File: src/design/slsfp_pkg.sv
package slsfp_pkg;

    // Bytes a frame may reach before it is dropped as too long.
    localparam int FRAME_DEPTH = 10;

    // Sync, length and checksum overhead of a frame in bytes.
    localparam int HEADER_LEN  = 4;

    localparam int CNT_W       = 4;
    localparam int BYTE_W      = 8;

    localparam logic [BYTE_W-1:0] SYNC_FIRST  = 8'hAA;
    localparam logic [BYTE_W-1:0] SYNC_SECOND = 8'h55;
    localparam logic [BYTE_W-1:0] FULL_BYTE   = 8'hFF;

    // Frame byte positions that carry meaning.
    localparam logic [CNT_W-1:0] POS_SYNC_FIRST  = CNT_W'(0);
    localparam logic [CNT_W-1:0] POS_SYNC_SECOND = CNT_W'(1);
    localparam logic [CNT_W-1:0] POS_LENGTH      = CNT_W'(2);
    localparam logic [CNT_W-1:0] POS_FOCUS       = CNT_W'(3);
    localparam logic [CNT_W-1:0] POS_ZOOM        = CNT_W'(4);

endpackage

File: src/design/slsfp_stream_if.sv
interface slsfp_in_if;
    logic                            valid;
    logic                            ready;
    logic [slsfp_pkg::BYTE_W-1:0]    rx_byte;

    modport source (output valid, output rx_byte, input ready);
    modport sink   (input valid, input rx_byte, output ready);
endinterface

interface slsfp_out_if;
    logic valid;
    logic ready;
    logic focus_hint;
    logic zoom_hint;
    logic frame_done;
    logic frame_good;

    modport source (output valid, output focus_hint, output zoom_hint,
                    output frame_done, output frame_good, input ready);
    modport sink   (input valid, input focus_hint, input zoom_hint,
                    input frame_done, input frame_good, output ready);
endinterface

File: src/design/sync_length_sum_frame_parser.sv
// The result of an input transfer is loaded into the output register in the next cycle.
// Throughput: one byte per cycle while the output register is not stalled; the parser
// state and running sum update in one pass, and the output register takes a new result whenever it is empty or drained.
// Reset: i_rst_n is synchronous and active low; it clears the byte count, stored
// header flags, sum, good-frame mark, hints and the output valid.
module sync_length_sum_frame_parser (
    input  logic        i_clk,
    input  logic        i_rst_n,
    slsfp_in_if.sink    i_in,
    slsfp_out_if.source o_out
);

    localparam int SUM_CMP_W = slsfp_pkg::BYTE_W + 1;

    // Parser state
    logic [slsfp_pkg::CNT_W-1:0]  r_byte_count, n_byte_count;
    logic [slsfp_pkg::BYTE_W-1:0] r_length_byte, n_length_byte;
    logic                         r_second_sync_ok, n_second_sync_ok;
    logic [slsfp_pkg::BYTE_W-1:0] r_running_sum, n_running_sum;
    logic                         r_good_mark, n_good_mark;
    logic                         r_third_full, n_third_full;
    logic                         r_fourth_full, n_fourth_full;
    logic [1:0]                   r_hint_bits, n_hint_bits;
    logic                         n_done;

    // Output register
    logic r_out_valid;
    logic r_focus_hint;
    logic r_zoom_hint;
    logic r_frame_done;
    logic r_frame_good;

    logic                         in_xfer;
    logic [slsfp_pkg::BYTE_W-1:0] b;
    logic [SUM_CMP_W-1:0]         count_ext;
    logic [SUM_CMP_W-1:0]         frame_end;
    logic [slsfp_pkg::CNT_W:0]    count;

    // Accept a byte whenever the output register is free or is draining this cycle.
    assign i_in.ready = !r_out_valid || o_out.ready;
    assign in_xfer    = i_in.valid && i_in.ready;
    assign b          = i_in.rx_byte;

    assign count     = {1'b0, r_byte_count} + (slsfp_pkg::CNT_W+1)'(1);
    assign count_ext = SUM_CMP_W'(count);
    assign frame_end = {1'b0, r_length_byte} + SUM_CMP_W'(slsfp_pkg::HEADER_LEN);

    always_comb begin
        n_byte_count     = r_byte_count;
        n_length_byte    = r_length_byte;
        n_second_sync_ok = r_second_sync_ok;
        n_running_sum    = r_running_sum;
        n_good_mark      = r_good_mark;
        n_third_full     = r_third_full;
        n_fourth_full    = r_fourth_full;
        n_hint_bits      = r_hint_bits;
        n_done           = 1'b0;

        // Capture header bytes as they arrive, even if this byte ends in an error.
        case (r_byte_count)
            slsfp_pkg::POS_SYNC_SECOND: n_second_sync_ok = (b == slsfp_pkg::SYNC_SECOND);
            slsfp_pkg::POS_LENGTH:      n_length_byte    = b;
            slsfp_pkg::POS_FOCUS:       n_third_full     = (b == slsfp_pkg::FULL_BYTE);
            slsfp_pkg::POS_ZOOM:        n_fourth_full    = (b == slsfp_pkg::FULL_BYTE);
            default: ;
        endcase

        if (r_byte_count == slsfp_pkg::POS_SYNC_FIRST && b != slsfp_pkg::SYNC_FIRST) begin
            // Bad first sync: restart at once, hints hold.
            n_good_mark   = 1'b0;
            n_byte_count  = '0;
            n_running_sum = '0;
        end else if (count > (slsfp_pkg::CNT_W+1)'(3) && !n_second_sync_ok) begin
            // Bad second sync, seen once the header is in.
            n_good_mark   = 1'b0;
            n_byte_count  = '0;
            n_running_sum = '0;
        end else if (count > (slsfp_pkg::CNT_W+1)'(3) && count_ext >= frame_end) begin
            // Last byte is the checksum.
            n_good_mark   = (r_running_sum == b);
            n_done        = 1'b1;
            n_byte_count  = '0;
            n_running_sum = '0;
            if (n_good_mark) begin
                n_hint_bits = {n_fourth_full, n_third_full};
            end
        end else if (count >= (slsfp_pkg::CNT_W+1)'(slsfp_pkg::FRAME_DEPTH)) begin
            // Drop a frame that fills the buffer without ending.
            n_good_mark   = 1'b0;
            n_byte_count  = '0;
            n_running_sum = '0;
        end else begin
            n_running_sum = r_running_sum + b;
            n_byte_count  = count[slsfp_pkg::CNT_W-1:0];
            if (r_good_mark) begin
                n_hint_bits = {n_fourth_full, n_third_full};
            end
        end
    end

    always_ff @(posedge i_clk) begin
        if (!i_rst_n) begin
            r_byte_count     <= '0;
            r_length_byte    <= '0;
            r_second_sync_ok <= 1'b0;
            r_running_sum    <= '0;
            r_good_mark      <= 1'b0;
            r_third_full     <= 1'b0;
            r_fourth_full    <= 1'b0;
            r_hint_bits      <= '0;
            r_out_valid      <= 1'b0;
        end else begin
            if (in_xfer) begin
                r_byte_count     <= n_byte_count;
                r_length_byte    <= n_length_byte;
                r_second_sync_ok <= n_second_sync_ok;
                r_running_sum    <= n_running_sum;
                r_good_mark      <= n_good_mark;
                r_third_full     <= n_third_full;
                r_fourth_full    <= n_fourth_full;
                r_hint_bits      <= n_hint_bits;
                r_out_valid      <= 1'b1;
            end else if (o_out.ready) begin
                r_out_valid <= 1'b0;
            end
        end
    end

    // Result payload: load with each input transfer, hold otherwise.
    always_ff @(posedge i_clk) begin
        if (in_xfer) begin
            r_focus_hint <= n_hint_bits[0];
            r_zoom_hint  <= n_hint_bits[1];
            r_frame_done <= n_done;
            r_frame_good <= n_good_mark;
        end
    end

    assign o_out.valid      = r_out_valid;
    assign o_out.focus_hint = r_focus_hint;
    assign o_out.zoom_hint  = r_zoom_hint;
    assign o_out.frame_done = r_frame_done;
    assign o_out.frame_good = r_frame_good;

endmodule
File: src/flat_wrapper.sv
// flat-port wrapper written by rule: the top's interface ports become plain ports
module sync_length_sum_frame_parser_flat 
  (i_clk, i_rst_n, i_in_valid, i_in_rx_byte, i_in_ready, o_out_valid, o_out_focus_hint, o_out_zoom_hint, o_out_frame_done, o_out_frame_good, o_out_ready);
  slsfp_in_if i_in_i ();
  slsfp_out_if o_out_i ();
  input  logic i_clk;
  input  logic i_rst_n;
  input wire logic [$bits(i_in_i.valid)-1:0] i_in_valid;
  input wire logic [$bits(i_in_i.rx_byte)-1:0] i_in_rx_byte;
  output wire logic [$bits(i_in_i.ready)-1:0] i_in_ready;
  output wire logic [$bits(o_out_i.valid)-1:0] o_out_valid;
  output wire logic [$bits(o_out_i.focus_hint)-1:0] o_out_focus_hint;
  output wire logic [$bits(o_out_i.zoom_hint)-1:0] o_out_zoom_hint;
  output wire logic [$bits(o_out_i.frame_done)-1:0] o_out_frame_done;
  output wire logic [$bits(o_out_i.frame_good)-1:0] o_out_frame_good;
  input wire logic [$bits(o_out_i.ready)-1:0] o_out_ready;
  assign i_in_i.valid = i_in_valid;
  assign i_in_i.rx_byte = i_in_rx_byte;
  assign i_in_ready = i_in_i.ready;
  assign o_out_valid = o_out_i.valid;
  assign o_out_focus_hint = o_out_i.focus_hint;
  assign o_out_zoom_hint = o_out_i.zoom_hint;
  assign o_out_frame_done = o_out_i.frame_done;
  assign o_out_frame_good = o_out_i.frame_good;
  assign o_out_i.ready = o_out_ready;
  sync_length_sum_frame_parser u_core (.i_clk(i_clk), .i_rst_n(i_rst_n), .i_in(i_in_i), .o_out(o_out_i));
endmodule
File: config.mk
export PLATFORM = sky130hd
export DESIGN_NAME = sync_length_sum_frame_parser_flat
export DESIGN_NICKNAME = d
export VERILOG_FILES = /design/src/design/slsfp_pkg.sv /design/src/design/slsfp_stream_if.sv /design/src/design/sync_length_sum_frame_parser.sv /design/src/flat_wrapper.sv
export SDC_FILE = /design/constraint.sdc
export NUM_CORES = 1
export LEC_CHECK = 0
export BUFFER_PORTS_ARGS = -buffer_cell sky130_fd_sc_hd__buf_4
export CORE_MARGIN = 10
export CORE_UTILIZATION = 59
export DETAILED_ROUTE_END_ITERATION = 8
export PLACE_DENSITY_LB_ADDON = 0.12
export RECOVER_POWER = 100
export SLEW_MARGIN = 10
export SYNTH_ARGS = -nofsm -noshare
export SYNTH_HDL_FRONTEND = slang
export SYNTH_SLANG_ARGS = --single-unit
File: constraint.sdc
create_clock -name i_clk -period 3.6 [get_ports i_clk]
set_input_delay 0.72 -clock i_clk [delete_from_list [all_inputs] [get_ports i_clk]]
set_output_delay 0.72 -clock i_clk [all_outputs]
set_load 0.03 [all_outputs]
# Word level (Yosys, flattened, before mapping)
# Index checks and enable logic that the tools add are counted.
[word_totals] output_inout_bits=6 elab_cells=62 in_bits=12 ff_bits=31
[op_classes] n_mux=24 n_reduce_logical=11 addsub=3 eq_ne=8 magnitude_cmp=3
[ops] op="$mux 8" count=4
[ops] op="$mux 4" count=4
[ops] op="$mux 2" count=6
[ops] op="$mux 1" count=10
[ops] op="$add 8x3->9 const B" count=1
[ops] op="$ge 5x9->1" count=1
[ops] op="$add 8x8->8" count=1
[ops] op="$eq 4x2->1 const B" count=2
[ops] op="$eq 8x7->1 const B" count=1
[ops] op="$eq 8x8->1" count=1
[ops] op="$eq 8x8->1 const B" count=1
[ops] op="$ne 8x8->1 const B" count=1
[ops] op="$add 4x1->5 const B" count=1
[ops] op="$ge 5x4->1 const B" count=1
[ops] op="$gt 5x2->1 const B" count=1
[ops] op="$eq 4x1->1 const B" count=1
[ops] op="$eq 4x3->1 const B" count=1
[ops] op="$logic_and 1x1->1" count=4
[ops] op="$logic_not 4->1" count=1
[ops] op="$logic_not 1->1" count=2
[ops] op="$reduce_and 2->1" count=1
[ops] op="$reduce_bool 2->1" count=1
[ops] op="$reduce_or 2->1" count=1
[ops] op="$logic_or 1x1->1" count=1

# Logic depth before layout (Yosys ltp)
# Gate-level depths: netlist of run 1.
[depth] depth_word=7 mapped_depth=11 mapped_depth_nobuf=9

# Worst setup path after synthesis of run 1
# OpenSTA, ideal clock, no wires.
[synth_timing] path_type="input port to flip-flop" startpoint="in i_in_rx_byte[1]" endpoint="reg u_core.r_hint_bits[1]" arrival_time_ps=2611 setup_ps=74 t_required_ps=3526 cell_stages=6 n_path_buf=0 slack_ps=914 path_cell_list="or4_4 -> or4b_4 -> o211ai_2 -> nand2_4 -> or4b_4 -> a31oi_1"
[synth_between] elab_chain_cells=7
[synth_lines] element="start, declared" line="flat_wrapper.sv:9" text="input wire logic [$bits(i_in_i.rx_byte)-1:0] i_in_rx_byte;"
[synth_lines] element="$eq 8x8->1" line="sync_length_sum_frame_parser.sv:64" text="slsfp_pkg::POS_ZOOM: n_fourth_full = (b == slsfp_pkg::FULL_BYTE);"
[synth_lines] element="$mux 1" line="sync_length_sum_frame_parser.sv:60" text="case (r_byte_count)"
[synth_lines] element="$mux 2" line="sync_length_sum_frame_parser.sv:95" text="if (r_good_mark) begin"
[synth_lines] element="$mux 2" line="sync_length_sum_frame_parser.sv:87" text="end else if (count >= (slsfp_pkg::CNT_W+1)'(slsfp_pkg::FRAME_DEPTH)) begin"
[synth_lines] element="$mux 2" line="sync_length_sum_frame_parser.sv:78" text="end else if (count > (slsfp_pkg::CNT_W+1)'(3) && count_ext >= frame_end) begin"
[synth_lines] element="$mux 2" line="sync_length_sum_frame_parser.sv:73" text="end else if (count > (slsfp_pkg::CNT_W+1)'(3) && !n_second_sync_ok) begin"
[synth_lines] element="$mux 2 (*)" line="sync_length_sum_frame_parser.sv:68" text="if (r_byte_count == slsfp_pkg::POS_SYNC_FIRST && b != slsfp_pkg::SYNC_FIRST) begin"
[synth_lines] element="end signal, assigned" line="sync_length_sum_frame_parser.sv:121" text="r_hint_bits <= n_hint_bits;"
[synth_lines] element="end, declared" line="sync_length_sum_frame_parser.sv:23" text="logic [1:0] r_hint_bits, n_hint_bits;"
# Mark *: on every way between the ends. The rest lies on a longest branch, timed or not.
# A chain may end at the register's enable or synchronous reset.

# Worst setup path after layout of run 1
[layout_timing] startpoint="in o_out_ready" endpoint="reg u_core.r_running_sum[1] in the netlist's numbering"
[layout_between] elab_chain_cells=2
[layout_lines] element="start, declared" line="flat_wrapper.sv:16" text="input wire logic [$bits(o_out_i.ready)-1:0] o_out_ready;"
[layout_lines] element="$logic_or 1x1->1" line="sync_length_sum_frame_parser.sv:40" text="assign i_in.ready = !r_out_valid || o_out.ready;"
[layout_lines] element="$logic_and 1x1->1" line="sync_length_sum_frame_parser.sv:41" text="assign in_xfer = i_in.valid && i_in.ready;"
[layout_lines] element="via u_core.in_xfer" line="sync_length_sum_frame_parser.sv:33" text="logic in_xfer;"
[layout_lines] element="end signal, assigned" line="sync_length_sum_frame_parser.sv:117" text="r_running_sum <= n_running_sum;"
[layout_lines] element="end, declared" line="sync_length_sum_frame_parser.sv:19" text="logic [slsfp_pkg::BYTE_W-1:0] r_running_sum, n_running_sum;"
# The timed path passes the listed nets, and every way through them passes these cells.

==> flow_metrics.tcl, run 1 <==
set metrics [dict create \
    drtAntennaViolNets 0 \
    outcome "complete, no violations" \
    holdCritPathClass "flop to flop" \
    core_um2 3080 \
    critPathMaxStageDelay_ps 600 \
    grt_pass1_vias 1705 \
    async_flop_share_pct 0 \
    synth_top_area_cell "dfxtp_1" \
    fp.dieH_um 76.9 \
    dieArea_um2 5920 \
    ys_types 46 \
    cts_root_buffer "clkbuf_4" \
    placed_cell_area_um2 2090 \
    num_vias 1743 \
    fin_cells 280 \
    hold_viol_final 0 \
    cp_max_fo 17 \
    fin_area_um2 2110 \
    area_growth_syn_to_layout_pct 10.1 \
    period_share_pct 80.1 \
    synth_commonest_cells "30 x nor2_1, 27 x dfxtp_1, 17 x nand3_1" \
    place.gp.congestion 0.872 \
    ys_seq_elements 31 \
    dp_cells 272 \
    rsz0062_at_grt "no" \
    fin_hold_ws_ps 491 \
    cp_data_required_time_ps 3780 \
    synth-edff-count 4 \
    clk_latency_ps 330 \
    avgSynthCellArea_um2 8.94 \
    crit_family "buffers and inverters" \
    grt_pass1_wl_um 7680 \
    yosysSeqAreaShare_pct 34.5 \
    synthesis.area_um2 1910 \
    post-route-min-period_ps 2880 \
    drc_errors 0 \
    overflow 0 \
    hpwlAfterDp_um 3360 \
    power_density_nw_per_um2 296 \
    track_usage_pct 15.4 \
    clk_pin_slew_ps 90 \
    drt_iter0_drc 156 \
    synth.most_common_cell "nor2_1" \
    cts_made_buffers 5 \
    p_leak_nw 0.926 \
    ios 18 \
    cp.arrival_ps 3070 \
    maxCapViolCount 0 \
    cts.htree.levels 2 \
    cts_tree "done" \
    critPathSlowestCell "clkbuf_1" \
    yosysTopAreaCellShare_pct 28.3 \
    maxSlewViolCount 0 \
    wl_um 4430 \
    ctsResizeCount 0 \
    crit_path_start_kind "input port" \
    routedWlPerCell_um 15.8 \
    fin_skew_ps 7.20 \
    start_util_pct 62.2 \
    postSynthCellCount 214 \
    worstSetupPathType "input port to flop" \
    vdd_drop_max_mv 0.254 \
    antenna_found_initial 0 \
    fin_nets 264 \
    cts_sinks 31 \
    drive_above_1_share_pct 11.0 \
    dr.pass1.iters 5 \
    max_slew_margin_pct 47.2 \
    ys_warn_count 0 \
    fp.dieW_um 76.9 \
    tns_ps 0 \
    row_count 20 \
    ys.flop_type "dfxtp_1" \
    clock.fmax_mhz 347 \
    cts_hold_buf 0 \
    synth_fp_nets 243 \
    grt_max_degree 25 \
    power.total_mw 0.624 \
    endpoint_kind "flop" \
    tightest_slew_ps 791 \
    vias_per_cell 6.23 \
    path_cells "clkbuf_4, nand2b_1, nand2_1, clkbuf_1, inv_1, o2111ai_1, nor2_1, clkbuf_1, a32oi_1, nor2_1" \
    postCtsSetupBuffers 0 \
    cts_buffer_depth 2 \
    n_antenna_cell 0 \
    setup_viol 0 \
    port_buffers 17 \
    timing.critical_path.buf_inv 4 \
    synthTopCellsByArea "dfxtp_1 28%, ha_1 10%, edfxtp_1 6.3%, nor2_1 5.9%, mux2i_1 5.2%" \
]
-- tightest hold or removal path: stages (launching register included) --
cell and delay, ps:
dfxtp_1 330, nand3_1 70, o41ai_1 60
-- per-stage QoR --
step	util, %	setup WS [ps]
finish	68.4	716
global route	68.4	370
CTS	69.6	711
detailed placement	68.0	665
global placement	68.0	724
floorplan	-	914
-- path summary, 6_finish.rpt --
check / startpoint / to / slack, ps / depth (start not counted)
worst max-delay path: o_out_ready / u_core.r_running_sum[1] / 720 / 10
worst min-delay path: u_core.r_good_mark / u_core.r_good_mark / 490 / 2
worst min register to register: u_core.r_good_mark / u_core.r_good_mark / 490 / 2
worst max register to register: u_core.r_byte_count[0] / u_core.r_running_sum[7] / 730 / 9
-- power breakdown --
part           switching [mW]  total [mW]  internal, mW
registers             0.00330       0.360         0.357
logic                  0.0446      0.0682        0.0236
clock network           0.120       0.196        0.0760
total                   0.167       0.624         0.457
-- layout make-up --
class,instances,area [um2]
clock buffers,7,45.0
fillers,273,972
multi-input cells,161,1160
clock inverters,1,5.00
flip-flops and latches,31,661
well taps,44,55.1
repair buffers,20,116
inverters,16,60.1
-- cell families (layout without fill, tap and decap cells) --
family / Yosys count / after routing / synth area share [%]
multiplexers: 13 / 13 / 7.00
adder cells (fa/ha/maj): 17 / 17 / 11.5
buffers and inverters: 22 / 44 / 4.45
AND/OR/NAND/NOR: 72 / 72 / 18.8
XOR/XNOR: 10 / 10 / 4.58
AO/OA/AOI/OAI: 49 / 49 / 19.1
flip-flops: 31 / 31 / 34.5
-- per-layer routing --
layer	up-vias	global-route usage (%)	share of wire (%)
met5	-	0	0
met4	0	7.25	1.4
met3	8	3.96	5.5
met2	63	24.0	45
met1	828	19.2	48
li1	844	-	-
-- placed cells by master (no fill, tap or decap), types with 2 or more instances in the layout --
| cell type | instances |
|---|---|
| a21o_1 | 2 |
| a21oi_1 | 9 |
| a31oi_1 | 7 |
| a32oi_1 | 9 |
| buf_4 | 10 |
| clkbuf_1 | 11 |
| clkbuf_4 | 6 |
| dfxtp_1 | 27 |
| edfxtp_1 | 4 |
| ha_1 | 16 |
| inv_1 | 16 |
| mux2_2 | 2 |
| mux2i_1 | 10 |
| nand2_1 | 6 |
| nand3_1 | 17 |
| nand4_1 | 2 |
| nor2_1 | 30 |
| nor3_1 | 6 |
| o211a_1 | 2 |
| o211ai_1 | 4 |
| o21ai_0 | 3 |
| o41ai_1 | 2 |
| xnor2_1 | 5 |
| xor2_1 | 5 |
-- sequential cells by signal (all words and copies together), names as in the netlist --
signal,flops
u_core.o_out.focus_hint,1
u_core.o_out.frame_done,1
u_core.o_out.frame_good,1
u_core.o_out.valid,1
u_core.o_out.zoom_hint,1
u_core.r_byte_count,4
u_core.r_fourth_full,1
u_core.r_good_mark,1
u_core.r_hint_bits,2
u_core.r_length_byte,8
u_core.r_running_sum,8
u_core.r_second_sync_ok,1
u_core.r_third_full,1
No activity file was read; power rests on OpenSTA's default activity.
==> run 2, diff against run 1 <==
--- a/config.mk
+++ b/config.mk
@@ -7,7 +7,7 @@
 export LEC_CHECK = 0
 export BUFFER_PORTS_ARGS = -buffer_cell sky130_fd_sc_hd__buf_4
 export CORE_MARGIN = 10
-export CORE_UTILIZATION = 59
+export CORE_UTILIZATION = 53
 export DETAILED_ROUTE_END_ITERATION = 8
 export PLACE_DENSITY_LB_ADDON = 0.12
 export RECOVER_POWER = 100
==> constraint.sdc (replaced) <==
create_clock -name i_clk -period 2.6 [get_ports i_clk]
set_input_delay 0.52 -clock i_clk [delete_from_list [all_inputs] [get_ports i_clk]]
set_output_delay 0.52 -clock i_clk [all_outputs]
set_load 0.03 [all_outputs]
==> flow_metrics.tcl, run 2 (synthesis results as in run 1) <==
set metrics [dict create \
    tns_ps 0 \
    outcome "complete, no violations" \
    place.gp.congestion 0.962 \
    overflow 0 \
    drc_errors 0 \
    endpoint "u_core.r_hint_bits[1]" \
    placed_cell_area_um2 2190 \
    port_buffers 17 \
    cp.depth 10 \
    grt_pass1_wl_um 8060 \
    fin_area_um2 2270 \
    dr.pass1.iters 4 \
    crit_path_start_kind "flop" \
    tightest_slew_ps 762 \
    hold_viol_final 0 \
    vias_per_cell 6.08 \
    post-route-min-period_ps 2510 \
    fp.dieW_um 80.1 \
    rsz0062_at_grt "no" \
    path_cells "ha_2, xor2_1, ha_1, o221ai_1, a21oi_1, o211ai_1, buf_4, buf_4, or4b_4, a31oi_1" \
    start_util_pct 56.0 \
    grt_max_degree 25 \
    antenna_found_initial 0 \
    clk_pin_slew_ps 100 \
    ios 18 \
    cp_data_required_time_ps 2880 \
    reg.largest.list "u_core.r_length_byte: 8 flops, u_core.r_running_sum: 8 flops, u_core.r_byte_count: 4 flops" \
    critPathMaxStageDelay_ps 510 \
    n_antenna_cell 0 \
    clock.fmax_mhz 399 \
    rr_endpoint "u_core.r_hint_bits[1]" \
    wl_um 4860 \
    row_count 21 \
    r2r_start "u_core.r_byte_count[0]" \
    cp_max_fo 6 \
    maxCapViolCount 0 \
    drive_above_1_share_pct 19.0 \
    pre_cts_slack_ps -53.3 \
    cts_made_buffers 5 \
    fin_skew_ps 10.4 \
    crit_family "compound AO/OA/AOI/OAI gates" \
    final_common_cell "nor2_1" \
    cts_buffer_depth 2 \
    power.total_mw 0.903 \
    setup_slack_ps 92.1 \
    vdd_drop_max_mv 0.208 \
    timing.critical_path.buf_inv 2 \
    cts_sinks 31 \
    worstSetupPathType "flop to flop" \
    core_um2 3420 \
    fp.dieH_um 80.1 \
    p_leak_nw 1.02 \
    cts.htree.levels 2 \
    drt_iter0_drc 185 \
    track_usage_pct 15.4 \
    drtAntennaViolNets 0 \
    grt_pass1_vias 1788 \
    cts_tree "done" \
    clk_latency_ps 340 \
    fin_nets 280 \
    hp-start "i_in_valid" \
    fin_hold_ws_ps 422 \
    hpwlAfterDp_um 3740 \
    dieArea_um2 6410 \
    routedWlPerCell_um 16.3 \
    cts_root_buffer "clkbuf_4" \
    endpoint_kind "flop" \
    path_common_cell "buf_4" \
    maxSlewViolCount 0 \
    ff2ff_setup_slack_ps 90 \
    setup_viol 0 \
    num_vias 1811 \
    cp.arrival_ps 2780 \
    holdCritPathClass "input port to flop" \
    area_growth_syn_to_layout_pct 18.8 \
    crit_path_start "u_core.r_byte_count[0]" \
    cts_hold_buf 0 \
    power_density_nw_per_um2 397 \
    period_share_pct 96.5 \
    critPathSlowestCell "or4b_4" \
    max_slew_margin_pct 49.1 \
    most-common-layout-cells "30 x nor2_1, 28 x buf_4, 25 x dfxtp_1" \
    ff2ff_path_depth 10 \
]
-- run 2: final cells by class --
class / count / area, um2
Clock buffer: 7 / 55.1
Timing Repair Buffer: 36 / 240
Clock inverter: 1 / 5.00
Sequential cell: 31 / 666
Inverter: 16 / 60.1
Tap cell: 46 / 57.6
Fill cell: 307 / 1140
Multi-Input combinational cell: 161 / 1190
-- run 2: power by group --
group | total, mW | internal [mW] | leakage, nW | switching [mW]
combinational | 0.102 | 0.0378 | 0.722 | 0.0647
sequential | 0.498 | 0.493 | 0.260 | 0.00505
clock | 0.302 | 0.131 | 0.0353 | 0.171
-- run 2: metal layers --
layer	up-vias	wire, um	track usage, %	share of wire (%)
met4	0	101	5.28	2.1
met5	-	0	0	0
met1	851	2080	17.7	43
met3	15	337	5.12	6.9
met2	75	2340	26.1	48
li1	870	-	-	-
-- run 2: through the flow --
| step | util (%) | std cells |
|---|---|---|
| after floorplan | - | 214 |
| after global placement | 64.2 | 287 |
| after detailed placement | 64.2 | 287 |
| after CTS | 66.4 | 296 |
| final | 66.6 | 298 |
| after global routing | 66.6 | 298 |
-- run 2: worst min path at each step --
stage          slack, ps  cells past startpoint            endpoint
5_1_grt              430                      3  u_core.o_out.valid
3_5_place_dp         480                      2  u_core.r_good_mark
6_report             420                      3  u_core.o_out.valid
3_3_place_gp         460                      2  u_core.r_good_mark
2_1_floorplan        440                      2  u_core.r_good_mark
4_1_cts              420                      3  u_core.o_out.valid
-- run 2: worst reg2reg max path: cells and delay by family, from the launching register on --
family	cells	cell delay, ps
compound gates	4	580
xor+xnor	1	160
fa+ha+maj	2	510
buf+inv	2	320
flops	1	370
simple gates	1	510
-- run 2: what timing repair did --
item                       CTS  global route
gates cloned                 0             0
pin swaps                    1             1
gates resized for setup      1             5
buffers inserted             1             2
setup endpoints to repair    2             8
hold endpoints to repair     0             0
